==> config.mk <==
export PLATFORM = sky130hd
export DESIGN_NAME = quadrature_encoder_with_button_unit
export DESIGN_NICKNAME = d
export VERILOG_FILES = /design/src/qewb_pkg.sv /design/src/quadrature_encoder_with_button_unit.sv
export SDC_FILE = /design/constraint.sdc
export NUM_CORES = 1
export LEC_CHECK = 0
export BUFFER_PORTS_ARGS = -buffer_cell sky130_fd_sc_hd__buf_2
export CAP_MARGIN = 10
export CORE_MARGIN = 2
export CORE_UTILIZATION = 50
export CTS_BUF_LIST = sky130_fd_sc_hd__clkbuf_8
export DETAILED_ROUTE_END_ITERATION = 8
export MAX_ROUTING_LAYER = met4
export PLACE_DENSITY = 0.67
export REMOVE_ABC_BUFFERS = 1
export SLEW_MARGIN = 0
export SYNTH_ARGS = -nofsm -noshare
export SYNTH_HDL_FRONTEND = slang
export SYNTH_SLANG_ARGS = --single-unit
export TNS_END_PERCENT = 5
==> constraint.sdc <==
create_clock -name clk -period 5.8 [get_ports clk]
set_clock_uncertainty 0.2 [all_clocks]
set_input_delay 0.29 -clock clk [delete_from_list [all_inputs] [get_ports clk]]
set_output_delay 0.29 -clock clk [all_outputs]
set_load 0.02 [all_outputs]
==> src/qewb_pkg.sv <==
`default_nettype none

package qewb_pkg;

  // word layouts
  localparam int S_TDATA_W = 8;
  localparam int M_TDATA_W = 24;
  localparam int ROT_W     = 16;
  localparam int CFG_IDX_W = 2;
  localparam int CFG_DAT_W = 16;

  // register indexes
  localparam logic [CFG_IDX_W-1:0] REG_TRANSITIONS = 2'd0;
  localparam logic [CFG_IDX_W-1:0] REG_DEBOUNCE    = 2'd1;

  localparam logic [2:0]  TPS_RESET      = 3'd4;
  localparam logic [15:0] DEBOUNCE_RESET = 16'd50;

  typedef logic signed [1:0] dir_t;

  // quadrature decode: index is {prev_ab, ab}
  function automatic dir_t quad_dir(input logic [3:0] idx);
    dir_t d;
    d = 2'sd0;
    case (idx)
      4'd1, 4'd7, 4'd8, 4'd14: d = 2'sd1;
      4'd2, 4'd4, 4'd11, 4'd13: d = -2'sd1;
      default: d = 2'sd0;
    endcase
    return d;
  endfunction

endpackage

`default_nettype wire

==> src/quadrature_encoder_with_button_unit.sv <==
`default_nettype none
// quadrature encoder decoder with a debounced push button
// input stream s_*: one word per sampled tick, tdata = {take, button_event, ab_lines}
//   ab_lines bit1 is line A, bit0 is line B; take reads and clears the pending values
// output stream m_*: one word per input word, tdata = {click_seen, rotation_steps}
//   rotation_steps is the signed pending detent count after the tick's update
// config: cfg_we writes cfg_data into register cfg_index at the clock edge
//   index 0 transitions per detent, index 1 debounce_ticks, other indexes ignored
// the result is registered and appears in the cycle after the word is accepted
// throughput: one word per cycle while the output is not stalled; all decode, debounce
//   and saturation logic sits between the accepting edge and the single output register
// when the receiver stalls, the output word holds and s_tready drops until it
//   is taken; a word taken in a cycle frees the slot for a new one that cycle
// reset (rst, synchronous): output empty, counts and flags cleared, the
//   press timer saturated so the first press is accepted, registers back to
//   4 transitions and 50 ticks; the first word after reset only samples A/B for rotation
module quadrature_encoder_with_button_unit
  import qewb_pkg::*;
#(
  parameter int STEP_COUNT_BITS = 16
) (
  input  wire logic                 clk,
  input  wire logic                 rst,
  input  wire logic                 s_tvalid,
  output logic                      s_tready,
  input  wire logic [S_TDATA_W-1:0] s_tdata,   // [1:0] ab_lines, [2] button_event, [3] take
  output logic                      m_tvalid,
  input  wire logic                 m_tready,
  output logic [M_TDATA_W-1:0]      m_tdata,   // [15:0] rotation_steps, [16] click_seen
  input  wire logic                 cfg_we,
  input  wire logic [CFG_IDX_W-1:0] cfg_index,
  input  wire logic [CFG_DAT_W-1:0] cfg_data
);

  localparam int SCB = STEP_COUNT_BITS;
  localparam logic signed [SCB-1:0] CNT_MAX = {1'b0, {(SCB-1){1'b1}}};
  localparam logic signed [SCB-1:0] CNT_MIN = {1'b1, {(SCB-1){1'b0}}};

  // configuration registers
  logic [2:0]  detent_span;
  logic [15:0] debounce_ticks;

  // decoder state
  logic [1:0]            prev_ab;
  logic                  primed;
  logic signed [3:0]     sub_step_acc;
  logic signed [SCB-1:0] pending_steps;
  logic                  click_pending;
  logic [15:0]           ticks_since_press;

  // next values
  logic [1:0]            prev_ab_next;
  logic signed [3:0]     sub_step_acc_next;
  logic signed [SCB-1:0] pending_steps_next;
  logic                  click_pending_next;
  logic [15:0]           ticks_since_press_next;

  logic [1:0]            ab_lines;
  logic                  button_event;
  logic                  take;
  logic                  accept;
  logic [15:0]           ticks_inc;
  logic                  press_ok;
  logic [2:0]            tps_eff;
  logic signed [3:0]     tps_s;
  dir_t                  dir;
  logic signed [3:0]     acc_sum;
  logic signed [SCB-1:0] pending_upd;
  logic                  click_upd;
  logic signed [ROT_W-1:0] report;

  assign ab_lines     = s_tdata[1:0];
  assign button_event = s_tdata[2];
  assign take         = s_tdata[3];

  // a single output slot: free when empty or being drained
  assign s_tready = !m_tvalid || m_tready;
  assign accept   = s_tvalid && s_tready;

  // config writes
  always_ff @(posedge clk) begin
    if (rst) begin
      detent_span    <= TPS_RESET;
      debounce_ticks <= DEBOUNCE_RESET;
    end else if (cfg_we) begin
      unique case (cfg_index)
        REG_TRANSITIONS: detent_span    <= cfg_data[2:0];
        REG_DEBOUNCE:    debounce_ticks <= cfg_data;
        default: ;
      endcase
    end
  end

  // button debounce: timer saturates, then a press is taken if far enough apart
  always_comb begin
    ticks_inc = (ticks_since_press != 16'hFFFF) ? ticks_since_press + 16'd1
                                                : ticks_since_press;
    press_ok  = button_event && (ticks_inc >= debounce_ticks);
    ticks_since_press_next = press_ok ? 16'd0 : ticks_inc;
    click_upd = click_pending || press_ok;
  end

  // step size: zero acts as one, above four acts as four
  always_comb begin
    if (detent_span == 3'd0) begin
      tps_eff = 3'd1;
    end else if (detent_span > 3'd4) begin
      tps_eff = 3'd4;
    end else begin
      tps_eff = detent_span;
    end
    tps_s = signed'({1'b0, tps_eff});
  end

  // quadrature decode and detent accumulation
  always_comb begin
    dir                = quad_dir({prev_ab, ab_lines});
    acc_sum            = sub_step_acc + 4'(dir);
    prev_ab_next       = ab_lines;
    sub_step_acc_next  = sub_step_acc;
    pending_upd        = pending_steps;
    if (primed && (ab_lines != prev_ab)) begin
      if (dir == 2'sd0) begin
        // invalid double change
        sub_step_acc_next = 4'sd0;
      end else if (acc_sum >= tps_s) begin
        sub_step_acc_next = acc_sum - tps_s;
        if (pending_steps != CNT_MAX) pending_upd = pending_steps + SCB'(1);
      end else if (acc_sum <= -tps_s) begin
        sub_step_acc_next = acc_sum + tps_s;
        if (pending_steps != CNT_MIN) pending_upd = pending_steps - SCB'(1);
      end else begin
        sub_step_acc_next = acc_sum;
      end
    end
    // take clears after reporting; the accumulator stays
    pending_steps_next = take ? '0 : pending_upd;
    click_pending_next = take ? 1'b0 : click_upd;
  end

  // report the count in 16 bits, clamped when the counter is wider
  generate
    if (SCB > ROT_W) begin : g_clamp
      localparam logic signed [SCB-1:0] REP_MAX = SCB'(32'sd32767);
      localparam logic signed [SCB-1:0] REP_MIN = SCB'(-32'sd32768);
      assign report = (pending_upd > REP_MAX) ? 16'sh7FFF :
                      (pending_upd < REP_MIN) ? 16'sh8000 :
                      pending_upd[ROT_W-1:0];
    end else begin : g_extend
      assign report = ROT_W'(pending_upd);
    end
  endgenerate

  // state update on each accepted word
  always_ff @(posedge clk) begin
    if (rst) begin
      prev_ab           <= 2'd0;
      primed            <= 1'b0;
      sub_step_acc      <= 4'sd0;
      pending_steps     <= '0;
      click_pending     <= 1'b0;
      ticks_since_press <= 16'hFFFF;
    end else if (accept) begin
      prev_ab           <= prev_ab_next;
      primed            <= 1'b1;
      sub_step_acc      <= sub_step_acc_next;
      pending_steps     <= pending_steps_next;
      click_pending     <= click_pending_next;
      ticks_since_press <= ticks_since_press_next;
    end
  end

  // output register
  always_ff @(posedge clk) begin
    if (rst) begin
      m_tvalid <= 1'b0;
    end else if (accept) begin
      m_tvalid <= 1'b1;
    end else if (m_tready) begin
      m_tvalid <= 1'b0;
    end
  end

  always_ff @(posedge clk) begin
    if (accept) begin
      m_tdata <= {7'd0, click_upd, report};
    end
  end

endmodule

`default_nettype wire

* Word level (Yosys, flattened, before mapping)
Memories as Yosys holds them, arrays and structs flattened.
Cells that the tools add are included.
** Word-level totals
- Flip-flop bits (word level) :: 77
- ROM bits :: 32
- Input bits :: 31
- Output and inout bits :: 26
- Logic and storage cells :: 57
- Memories :: 1
** Memory list
- (name not given) :: depth 16, width 2, read ports 1, clocked after memory_dff 0, write ports 0, RTL line qewb_pkg.sv:25 : case (idx)
** Cells by class
- Add/subtract/negate cells :: 7
- Magnitude comparators :: 4
- Equal/unequal tests :: 5
- Multiplexer cells :: 17
- Reductions and logical operators :: 13
** Operator list (count)
- 16-bit 2-to-1 mux :: 9
- 16-bit inequality test (second input constant) :: 3
- 16-bit by 1-bit adder with 16-bit output (second input constant) :: 1
- 16-bit by 2-bit adder with 16-bit output (second input constant) :: 1
- 16-bit >= comparator :: 1
- 16-bit by 2-bit subtractor with 16-bit output (second input constant) :: 1
- 4-bit 2-to-1 mux :: 3
- 3-bit 2-to-1 mux :: 2
- 2-bit AND reduction :: 3
- 4-bit by 2-bit adder with 4-bit output :: 1
- 4-bit adder :: 1
- 4-bit >= comparator :: 1
- 4-bit <= comparator :: 1
- 2-bit logical NOT :: 2
- 3-bit negation with 4-bit output :: 1
- 4-bit subtractor :: 1
- 3-bit > comparator (second input constant) :: 1
- 1-bit logical AND :: 3
- 3-bit logical NOT :: 1
- 1-bit 2-to-1 mux :: 3
- 2-bit by 1-bit equality test with 1-bit output (second input constant) :: 1
- 1-bit logical OR :: 2
- 2-bit inequality test :: 1
- 2-bit nonzero test :: 1
- 1-bit logical NOT :: 1

* Longest topological paths before layout
- Word-level depth :: 10
- Depth in mapped cells :: 16
- Depth with buffers taken out :: 16

* Least setup slack after synthesis
Ideal clock, no wire load.
- Path type :: input to register
- Start :: input port s_tdata[0]
- End :: register m_tdata[8] (data pin)
- Setup time :: 0.266 ns
- Data arrival time :: 3.495 ns
- Setup slack :: 1.839 ns
- Stages on the path :: 14
- Buffers on the path :: 0
- Cell sequence :: inv_1 > ha_1 > xor3_1 > ha_1 > inv_1 > fa_1 > xnor2_1 > ha_1 > a211o_1 > o211ai_1 > nand3_1 > or4_1 > mux2_2 > xnor2_1
** Between the ends
- Word-level cells in the longest chain between the ends :: 7
- Elaborated cells on any way between the ends :: 11
- Classes of those cells :: add/sub (1); order compare (2); eq/ne (1); mux (4); reduce/logical (2); memory (1)
** Ends and longest elaborated chain
- start, declared :: RTL line quadrature_encoder_with_button_unit.sv:26 : input wire logic [S_TDATA_W-1:0] s_tdata,
- memory 16 x 2 bit
- 4-bit by 2-bit adder with 4-bit output :: RTL line quadrature_encoder_with_button_unit.sv:118 : acc_sum = sub_step_acc + 4'(dir);
- 4-bit <= comparator :: RTL line quadrature_encoder_with_button_unit.sv:129 : end else if (acc_sum <= -tps_s) begin
- 16-bit 2-to-1 mux :: RTL line quadrature_encoder_with_button_unit.sv:129
- 16-bit 2-to-1 mux :: RTL line quadrature_encoder_with_button_unit.sv:126 : end else if (acc_sum >= tps_s) begin
- 16-bit 2-to-1 mux :: RTL line quadrature_encoder_with_button_unit.sv:123 : if (dir == 2'sd0) begin
- 16-bit 2-to-1 mux * :: RTL line quadrature_encoder_with_button_unit.sv:122 : if (primed && (ab_lines != prev_ab)) begin
- net pending_upd[8] :: RTL line quadrature_encoder_with_button_unit.sv:68 : logic signed [SCB-1:0] pending_upd;
- end signal, assigned :: RTL line quadrature_encoder_with_button_unit.sv:186 : m_tdata <= {7'd0, click_upd, report};
- end, declared :: RTL line quadrature_encoder_with_button_unit.sv:29 : output logic [M_TDATA_W-1:0] m_tdata,
Mark *: on every way through the listed nets, which the timed path passes. The rest lies on a longest branch.
A chain may end at the register's enable or synchronous reset.

* Final worst setup path
- Start :: register ticks_since_press[4]
- End :: register ticks_since_press[4]
** Between the ends
- Word-level cells in the longest chain between the ends :: 5
- Elaborated cells on any way between the ends :: 6
- Classes of those cells :: add/sub (1); order compare (1); eq/ne (1); mux (2); reduce/logical (1)
** Ends and longest elaborated chain
- start, declared :: RTL line quadrature_encoder_with_button_unit.sv:49 : logic [15:0] ticks_since_press;
- start signal, assigned :: RTL line quadrature_encoder_with_button_unit.sv:169 : ticks_since_press <= ticks_since_press_next;
- 16-bit by 1-bit adder with 16-bit output or 16-bit inequality test (tied branches) :: RTL line quadrature_encoder_with_button_unit.sv:96 : ticks_inc = (ticks_since_press != 16'hFFFF) ? ticks_since_press + 16'd1
- 16-bit 2-to-1 mux * :: RTL line quadrature_encoder_with_button_unit.sv:96
- 16-bit >= comparator :: RTL line quadrature_encoder_with_button_unit.sv:98 : press_ok = button_event && (ticks_inc >= debounce_ticks);
- 1-bit logical AND :: RTL line quadrature_encoder_with_button_unit.sv:98
- 16-bit 2-to-1 mux * :: RTL line quadrature_encoder_with_button_unit.sv:99 : ticks_since_press_next = press_ok ? 16'd0 : ticks_inc;
Mark *: on every way between the ends. The rest lies on a longest branch, timed or not.

==> results.yml <==
yosys:
  synthMuxAreaShare: 0.0247
  syn_avg_cell_area_um2: 8.26
  yosys_most_used_dff: "dfxtp_1"
  yosys.area_share.xor_xnor: 0.0520
  ys.warnings.count: 0
  yosysUniqueCellTypes: 68
  synth_top_family_by_area: "simple AND/OR/NAND/NOR gates"
  ys_seq_elements: 77
  yosys-top-cells-count: "nand2_1 (87), dfxtp_1 (60), a21oi_1 (44), inv_1 (40), ha_1 (37)"
  yosysMostFrequentCell: "nand2_1"
  async_flop_share: 0
  synth_area_mm2: 0.00512
  synthCells: 620
  netlist.area_leader.share: 0.234
  synthTopCellsByArea: "dfxtp_1 (23%), edfxtp_1 (10%), ha_1 (9.0%), nand2_1 (6.4%), a21oi_1 (4.3%)"
  synth_compound_area_frac: 0.198
  synthAdderAreaFrac: 0.102
  synth_edf_count: 17
  synth_top_cell_by_area: "dfxtp_1"
  seq_area_frac_synth: 0.334
  synthSimpleGateAreaFrac: 0.225
finish:
  drive_gt1_frac: 0.119
  fin_nets: 738
  insertedDiodeCount: 0
  stdcell_area_mm2: 0.00578
  area_delta_synth_final_pct: 12.9
detailed_routing:
  dr.pass1.iters: 5
  vias: 4767
  wirelength_um: 12800
  via_per_inst: 5.92
  wire_per_inst_um: 16.0
  detail-route-antenna-nets: 0
  drt_drc_violations_left: 0
  drt_iter0_markers: 328
place:
  portBuffers: 45
  post-place-ws_ps: 1170
  placed_cell_area_mm2: 0.00540
  place.detailed.hpwl_um: 9120
  place_congestion: 0.931
worst_setup_path:
  critPathLaunch: "ticks_since_press[4]$_SDFFE_PP1P_"
  cp_data_arrival_time_ps: 4540
  start_kind: "register"
  cpMaxStageDelayCell: "nor3_1"
  crit_required_ps: 5850
  crit_path_frequent_cell: "nand4_1"
  critPathMaxFanout: 9
  critPathKind: "reg2reg"
  crit_path_end_kind: "register"
  r2r-start: "ticks_since_press[4]$_SDFFE_PP1P_"
  cp_slowest_stage_delay_ps: 550
  path_cells: "and4_1, nand4_1, nor3_1, nor2_1, nand3_1, xnor2_1, ha_1, nand4_1, a211oi_1, nand4_1, a31oi_1, nor2_1, a221o_1"
  r2r_cells: 13
min_path:
  min_from: "s_tdata[0]"
  hold_path_class: "in2reg"
  min_path_cells: 3
timing:
  fin_crit_ps: 4490
  slew-limit-headroom: 0.272
  layout_setup_ws_ps: 1310
  timing.setup.tns_ps: 0
  rsz0062_at_grt: "no"
  hold_viol_final: 0
  fin_crit_sh: 0.774
  tightest_slew_ps: 1090
  setup_violations: 0
  slew_viol_final: 0
  max_clock_freq_mhz: 223
die:
  die_h_um: 105
  ioPinCount: 57
  dieArea_mm2: 0.0111
  core_mm2: 0.00986
  start_util: 0.519
  die_x_um: 105
  rows: 36
clock_tree:
  cts-root-buf: "clkbuf_8"
  numCtsBuffers: 9
  clk_latency_ps: 360
  cts.sinks: 77
  cts_tree: "built"
  path_clk_slew_ps: 80
  cts_max_path_buffers: 2
  h-tree-depth: 3
status:
  status: "complete, no violations"
job:
  max_cap_violations: 0
pwr:
  leakage_uw: 0.00235
  vdd_drop_max_v: 0.000108
  powerDensity_mw_per_mm2: 267
global_route:
  grt_pass1_wl_um: 21600
  grt_pass1_vias: 4375
  antenna_found_initial: 0
  overflow: 0
  grt_max_degree: 33
  grt_usage: 0.247
[registers in the layout, indices dropped and copies added, names as in the netlist, 2 cells and up]
register / cells
prev_ab: 2
m_tdata: 17
sub_step_acc: 4
pending_steps: 16
ticks_since_press: 16
detent_span: 3
debounce_ticks: 16
[layout make-up]
type	count	area [um2]
fillers	887	4080
clock inverters	5	57.6
flip-flops and latches	77	1710
multi-input cells	471	3110
well taps	133	166
repair buffers	66	425
clock buffers	11	151
inverters	42	158
[final timing paths]
kind,endpoint,slack [ps]
setup / recovery,ticks_since_press[4]$_SDFFE_PP1P_,1310
hold reg to reg,debounce_ticks[15]$_SDFFE_PP0P_,260
setup reg to reg,ticks_since_press[4]$_SDFFE_PP1P_,1310
hold / removal,prev_ab[0]$_SDFFE_PP0P_,20
[through the flow]
step | hold slack, ps | std cells | power, uW | util
floorplan | 159 | 590 | 973 | -
global placement | 246 | 772 | 1090 | 0.548
detailed placement | 249 | 772 | 1110 | 0.548
CTS | 5.85 | 805 | 1550 | 0.586
global route | 8.92 | 805 | 1640 | 0.586
finish | 18.4 | 805 | 1550 | 0.586
[where the power goes]
part           switching (uW)  internal, uW  total [uW]
clock                     213           223         435
sequential               38.0           592         630
combinational             293           189         482
total                     544          1000        1550
[layout by cell type, fill, tap and decap left out, types with 3 or more instances in the layout]
| cell type | instances |
|---|---|
| xor2_1 | 4 |
| and2_1 | 4 |
| nand2_1 | 87 |
| nand3b_1 | 4 |
| and3b_1 | 3 |
| nand4_1 | 9 |
| a21o_1 | 6 |
| o211ai_1 | 13 |
| a31oi_1 | 10 |
| inv_1 | 40 |
| and3_1 | 10 |
| buf_4 | 4 |
| nor3_1 | 14 |
| a221o_1 | 12 |
| xnor2_1 | 21 |
| fa_1 | 3 |
| ha_1 | 37 |
| o21ai_0 | 27 |
| nor2_1 | 36 |
| nand2b_1 | 5 |
| buf_2 | 45 |
| or3_1 | 8 |
| edfxtp_1 | 17 |
| mux2i_1 | 7 |
| clkbuf_8 | 11 |
| a21oi_1 | 44 |
| o21a_1 | 3 |
| and4_1 | 5 |
| a211oi_1 | 7 |
| nor4_1 | 6 |
| nand3_1 | 29 |
| conb_1 | 8 |
| mux2_2 | 3 |
| dlygate4sd3_1 | 17 |
| dfxtp_1 | 60 |
| a211o_1 | 7 |
[worst max-delay path: cells and delay by family, from the launching register on]
kind,cells,cell delay [ps]
AOI/OAI and AO/OA,3,1160
xor gates and xnor gates,1,110
adders and majority gates,1,330
DFF,1,470
and+or+nand+nor,8,2110
[kinds of logic after synthesis]
kind of cell | after synthesis
AOI/OAI and AO/OA | 152
muxes | 11
DFF | 77
other | 1
xor gates and xnor gates | 27
buffers and inverters | 79
adders and majority gates | 40
and+or+nand+nor | 233
[timing repair]
action                                 4_1_cts  5_1_grt
buffers inserted                             0        0
hold buffers                                17        0
endpoints found under the hold margin       18        0
resized for setup                            0        0
[routing by layer]
metal / GRT usage / up-vias / wire (um)
met4: 0.0819 / 0 / 211
met3: 0.0451 / 27 / 793
met5: - / - / 0
met1: 0.357 / 2236 / 6250
met2: 0.347 / 179 / 5590
li1: - / 2325 / -
Note: power is estimated with default switching activity, not from simulation.
